## src/design/uej_pkg.sv

```systemverilog
// Shared types, constants and the byte formatter for the EUC-JP encoder.
`default_nettype none
package uej_pkg;

    localparam int TRIE_DEPTH_DEF = 32768;
    localparam int ADDR_SUM_W     = 17;
    localparam int LVL_W          = 2;
    localparam logic [LVL_W-1:0] LVL_TOP = 2'd3;

    localparam logic       FUNC_LOAD   = 1'b0;
    localparam logic       FUNC_ENCODE = 1'b1;

    localparam logic [15:0] CODE_UNDEF   = 16'hffff;
    localparam logic [15:0] CODE_1B_LIM  = 16'h0080;
    localparam logic [15:0] CODE_SS2_LIM = 16'h0100;
    localparam logic [15:0] CODE_212_MIN = 16'h8000;
    localparam logic [15:0] HIGH_BITS    = 16'h8080;
    localparam logic [7:0]  BYTE_UNKNOWN = 8'h3f;
    localparam logic [7:0]  BYTE_SS2     = 8'h8e;
    localparam logic [7:0]  BYTE_SS3     = 8'h8f;

    typedef enum logic [1:0] {
        ST_IDLE,
        ST_LOOK,
        ST_HOLD
    } state_t;

    typedef struct packed {
        logic             wr_en;
        logic             rd_first;
        logic             rd_next;
        logic             emit_now;
        logic             hold_save;
        logic             emit_hold;
        logic [LVL_W-1:0] lvl;
    } cmd_t;

    typedef struct packed {
        logic done;
        logic emit_free;
    } stat_t;

    typedef struct packed {
        logic [1:0] cnt;
        logic [7:0] b2;
        logic [7:0] b1;
        logic [7:0] b0;
    } emit_t;

    // bytes go out b0 first
    function automatic emit_t encode(input logic [15:0] code);
        emit_t       e;
        logic [15:0] both;
        both = code | HIGH_BITS;
        e    = '0;
        if (code == CODE_UNDEF) begin
            e.cnt = 2'd1;
            e.b0  = BYTE_UNKNOWN;
        end else if (code < CODE_1B_LIM) begin
            e.cnt = 2'd1;
            e.b0  = code[7:0];
        end else if (code < CODE_SS2_LIM) begin
            e.cnt = 2'd2;
            e.b0  = BYTE_SS2;
            e.b1  = code[7:0];
        end else if (code < CODE_212_MIN) begin
            e.cnt = 2'd2;
            e.b0  = both[15:8];
            e.b1  = both[7:0];
        end else begin
            e.cnt = 2'd3;
            e.b0  = BYTE_SS3;
            e.b1  = both[15:8];
            e.b2  = both[7:0];
        end
        return e;
    endfunction

endpackage
`default_nettype wire

```

## src/design/uej_ctrl.sv

```systemverilog
// Controller: accepts words and sequences the four-level trie walk.
`default_nettype none
module uej_ctrl (
    input  wire logic          clk,
    input  wire logic          rst_n,
    input  wire logic          in_valid,
    input  wire logic          func,
    output logic               in_ready,
    input  uej_pkg::stat_t     stat,
    output uej_pkg::cmd_t      cmd
);

    uej_pkg::state_t state_reg, state_next;
    logic [uej_pkg::LVL_W-1:0] lvl_reg, lvl_next;
    logic accept;

    always_ff @(posedge clk or negedge rst_n)
    begin
        if (!rst_n)
        begin
            state_reg <= uej_pkg::ST_IDLE;
            lvl_reg   <= '0;
        end
        else
        begin
            state_reg <= state_next;
            lvl_reg   <= lvl_next;
        end
    end

    // outputs
    always_comb
    begin
        cmd      = '0;
        in_ready = 1'b0;
        cmd.lvl  = lvl_reg;
        case (state_reg)
            uej_pkg::ST_IDLE:
            begin
                in_ready = 1'b1;
            end
            uej_pkg::ST_LOOK:
            begin
                if (stat.done)
                begin
                    if (stat.emit_free)
                    begin
                        cmd.emit_now = 1'b1;
                        in_ready     = 1'b1;
                    end
                    else
                    begin
                        cmd.hold_save = 1'b1;
                    end
                end
                else
                begin
                    cmd.rd_next = 1'b1;
                end
            end
            uej_pkg::ST_HOLD:
            begin
                if (stat.emit_free)
                begin
                    cmd.emit_hold = 1'b1;
                    in_ready      = 1'b1;
                end
            end
            default:
            begin
                in_ready = 1'b0;
            end
        endcase
        accept       = in_valid && in_ready;
        cmd.wr_en    = accept && (func == uej_pkg::FUNC_LOAD);
        cmd.rd_first = accept && (func == uej_pkg::FUNC_ENCODE);
    end

    // next state
    always_comb
    begin
        state_next = state_reg;
        lvl_next   = lvl_reg;
        case (state_reg)
            uej_pkg::ST_IDLE:
            begin
                if (cmd.rd_first)
                    state_next = uej_pkg::ST_LOOK;
            end
            uej_pkg::ST_LOOK:
            begin
                if (stat.done)
                begin
                    if (!stat.emit_free)
                        state_next = uej_pkg::ST_HOLD;
                    else if (cmd.rd_first)
                        state_next = uej_pkg::ST_LOOK;
                    else
                        state_next = uej_pkg::ST_IDLE;
                end
                else
                begin
                    lvl_next = lvl_reg - 1'b1;
                end
            end
            uej_pkg::ST_HOLD:
            begin
                if (stat.emit_free)
                    state_next = cmd.rd_first ? uej_pkg::ST_LOOK : uej_pkg::ST_IDLE;
            end
            default:
            begin
                state_next = uej_pkg::ST_IDLE;
            end
        endcase
        if (cmd.rd_first)
            lvl_next = uej_pkg::LVL_TOP;
    end

endmodule
`default_nettype wire

```

## config.mk

```make
export PLATFORM = sky130hd
export DESIGN_NAME = uej_ctrl
export DESIGN_NICKNAME = d
export VERILOG_FILES = /design/src/design/uej_pkg.sv /design/src/design/uej_ctrl.sv
export SDC_FILE = /design/constraint.sdc
export NUM_CORES = 1
export LEC_CHECK = 0
export BUFFER_PORTS_ARGS = -buffer_cell sky130_fd_sc_hd__buf_4
export CORE_AREA = 2 2 39 41
export DETAILED_ROUTE_END_ITERATION = 10
export DIE_AREA = 0 0 41 43
export RECOVER_POWER = 100
export SYNTH_ARGS = -nofsm -noshare
export SYNTH_HDL_FRONTEND = slang
export SYNTH_SLANG_ARGS = --single-unit
```

## constraint.sdc

```tcl
create_clock -name clk -period 1.8 [get_ports clk]
set_input_delay 0.27 -clock clk [delete_from_list [all_inputs] [get_ports clk]]
set_output_delay 0.27 -clock clk [all_outputs]
set_load 0.02 [all_outputs]
```

# Word level (Yosys, flattened, before mapping)
# Cells that the tools add are included.
# word_totals
regBits	4
in_bits	6
mem_bits_ro	0
wordCells	34
latchBits	0
output_inout_bits	9
n_memories	0
ram_bits	0
# op_classes
bitwise_logic	1
reduce_logical	7
mul	0
addsub	1
n_shift	0
magnitude_cmp	0
n_mux	17
div_mod_pow	0
eq_ne	6
# ops
operator	count
2-bit 2-to-1 mux	8
1-bit 2-to-1 mux	6
2-bit != test, second input constant	3
2-bit case mux with 3 select lines	1
1-bit logical AND	3
3-bit 2-to-1 mux	1
1-bit case mux with 3 select lines	1
3-bit AND reduction	1
2-bit by 1-bit equality test with 1-bit output, second input constant	1
2-bit equality test, second input constant	1
2-bit logical NOT	1
2-bit by 1-bit != test with 1-bit output, second input constant	1
2-bit AND reduction	1
2-bit nonzero test	1
2-bit by 1-bit subtractor with 2-bit output, second input constant	1
1-bit inverter	1

# Longest topological paths before layout
# depth
ltp_word	9
ltp_mapped	3

# Worst setup path before layout
# No wires, ideal clock.
# synth_timing
path_type	register to output
from	reg state_reg[1]
to	out cmd[6] (netlist name)
path_slack_ns	0.370
n_path_buf	0
path_stages_with_launch	4
t_arrival_ns	1.160
t_required_ns	1.530
path_cell_list	dfrtp_1 -> nor2b_1 -> o31a_4 -> nor2_1
# synth_lines
item	line	source
start: declaration	uej_ctrl.sv:13	uej_pkg::state_t state_reg, state_next;
start signal: assignment	uej_ctrl.sv:21	state_reg <= uej_pkg::ST_IDLE;
start signal: assignment	uej_ctrl.sv:26	state_reg <= state_next;
end: declaration	uej_ctrl.sv:10	output uej_pkg::cmd_t cmd

==> flow_summary.ini <==
[outcome]
status = finished, final reports clean

[floorplan]
dieArea_um2 = 1760
dieHeight_um = 43
ios = 15
start_util_pct = 19.5
num_rows = 14
core_area_um2 = 1380
chipWidth_um = 41

[worst_setup_path]
setup.worst_path.start_class = flip-flop
cp_max_fo = 6
cp.required_ns = 1.53
cp.arrival_ns = 1.38
rrSetupSlack_ns = 0.62
ff2ff_path_depth = 3
crit_type = flip-flop to output pin
startpoint = state_reg[1]$_DFFE_PN0P_
r2r_start = state_reg[1]$_DFFE_PN0P_
crit_end = cmd[6]
reg2reg_to = lvl_reg[1]$_DFFE_PN0P_
cp-end-kind = output pin

[logic_synthesis]
synth_area_um2 = 270
netlist.area_leader.share_pct = 37.0
synth_xor_area_share_pct = 6.48
netlist_instances = 28
synth_warnings = 0
synth_top_family_by_area = simple AND/OR/NAND/NOR gates
yosys.area_share.simple_pct = 31.5
synth_area_leaders = dfrtp_1 37%, o21ai_2 6.5%, o31a_4 6.5%
synth.mux.area_fraction_pct = 0
ys_seq_area_share_pct = 37.0
synth_area_leader_cell = dfrtp_1
synth_compound_area_share_pct = 20.8
synth_nets = 34
synth-seq-cells = 4
yosysUniqueCellTypes = 16
synthAdderAreaFrac_pct = 0
postSynthAreaPerCell_um2 = 9.65

[clock_tree]
cts_buffers = 3
cts_tree = built
clkSlewWorstSetupHoldPaths_ns = 0.04
clock-sinks = 4
clock_latency_ns = 0.23
postCtsResizedCells = 0
h-tree-depth = 1
clk_path_buf_depth = 2
cts_root_buf = clkbuf_4

[route]
drtIter0Drc = 2
wl_um = 567
ant_nets = 0
drc = 0
num_vias = 255
routed_via_density = 4.11
wl_met2_um = 244
dr_wl_met3_um = 67
wl_met1_um = 255
first_pass_iters = 2
wire_per_inst_um = 9.15
dr.max_layer_used = met3

[layout]
fillCellCount = 173
drive_gt1_share_pct = 30.4
layout-area-overhead-vs-synth_pct = 41.2
diodes = 0
final_nets = 54
mostFrequentLayoutCell = clkbuf_1
mostFrequentLayoutCells = 7 x clkbuf_1, 5 x buf_4, 4 x nor2_1, 4 x dfrtp_1

[placed_design]
gp_congestion = 0.661
port_buffers = 14
pre_cts_slack_ns = 0.382

[sta]
hold_violations = 0
fin_crit_ns = 1.65
tns_ns = 0
rsz0062_at_grt = false
slew_violations = 0
fmax_mhz = 606
setup_slack_ns = 0.149
finClkSkew_ns = 0.00405
period_share_pct = 91.7
worstMarginPinSlew_ns = 0.353
finalSetupViolations = 0
relSlewSlack_pct = 76.1

[flow_run]
cap_violations = 0

[global_routing]
grt_pass1_wl_um = 910
grt_pass1_vias = 228
grt-ovfl-total = 0
grt_usage_pct = 8.06
antenna_found_initial = 0
grt_max_degree = 7

[power]
peakVddDrop_uv = 670
power_leakage_uw = 0.000172
power.density_nw_per_um2 = 1080

[worst_hold_path]
hp-class = primary input to flip-flop
[report_power, final]
part | leakage [uW] | internal [uW] | total (uW) | switching, uW
clock network | 0.0000138 | 74.5 | 110 | 35.2
logic | 0.000112 | 66.0 | 161 | 95.4
registers | 0.0000460 | 117 | 143 | 25.4
total | 0.000172 | 258 | 414 | 156
[logic make-up (layout without fill, tap and decap cells)]
group / after synthesis / after routing
AO/OA/AOI/OAI: 6 / 6
flip-flops: 4 / 4
buffers and inverters: 3 / 21
AND/OR/NAND/NOR: 13 / 13
XOR/XNOR: 2 / 2
[stage by stage]
stage	hold slack, ns	cell area [um2]	utilization (%)	instances	total power, uW
floorplan	-0.0256	270	-	28	265
global placement	0.0681	395	28.6	58	345
detailed placement	0.0711	395	28.6	58	345
CTS	0.229	428	30.9	62	464
global route	0.236	382	27.6	62	445
finish	0.235	382	27.6	62	414
[critical path, cell delays in order, from the launching register on]
cell and delay [ns]:
dfrtp_1 0.41, nor2b_1 0.17, o31a_4 0.31, nor2_1 0.09
clkbuf_2 0.17
[routing by layer]
metal  vias to the layer above  global-route usage (%)
li1                        133                       -
met1                       111                    9.12
met3                         0                    7.33
met2                        11                    10.0
met4                         0                    4.00
met5                         -                       0
[cell usage after synthesis]
| cell | instances |
|---|---|
| nor2b_1 | 2 |
| nand4b_1 | 1 |
| nand2_1 | 2 |
| o21ai_0 | 1 |
| nor2_1 | 4 |
| inv_1 | 3 |
| nor4b_2 | 1 |
| o21bai_2 | 1 |
| o31a_4 | 1 |
| nor2_2 | 1 |
| o21ai_2 | 2 |
| dfrtp_1 | 4 |
| nor3b_2 | 1 |
| or2b_1 | 1 |
| xnor2_1 | 2 |
| a21oi_1 | 1 |
[final cells by class]
cell class	instances	area [um2]	share of cell area, %
Multi-Input combinational cell	21	144	37.7
Sequential cell	4	100	26.2
Inverter	3	11.3	2.95
Clock buffer	3	22.5	5.90
Tap cell	16	20.0	5.25
Timing Repair Buffer	15	83.8	22.0
[worst min path at each step]
stage	from	endpoint	slack, ns	cells after the start
floorplan	rst_n	lvl_reg[0]$_DFFE_PN0P_	-0.03	0
global placement	rst_n	state_reg[0]$_DFFE_PN0P_	0.07	1
detailed placement	rst_n	lvl_reg[1]$_DFFE_PN0P_	0.07	1
CTS	stat[0]	state_reg[1]$_DFFE_PN0P_	0.23	2
global route	stat[0]	state_reg[1]$_DFFE_PN0P_	0.24	2
finish	stat[0]	state_reg[1]$_DFFE_PN0P_	0.24	2
[repair_timing]
| action | CTS | global route |
|---|---|---|
| hold endpoints to repair | 4 | 0 |
| setup endpoints to repair | 0 | 0 |
| hold buffers | 1 | 0 |
| setup buffers | 0 | 0 |
(Power assumes the default switching activity.)
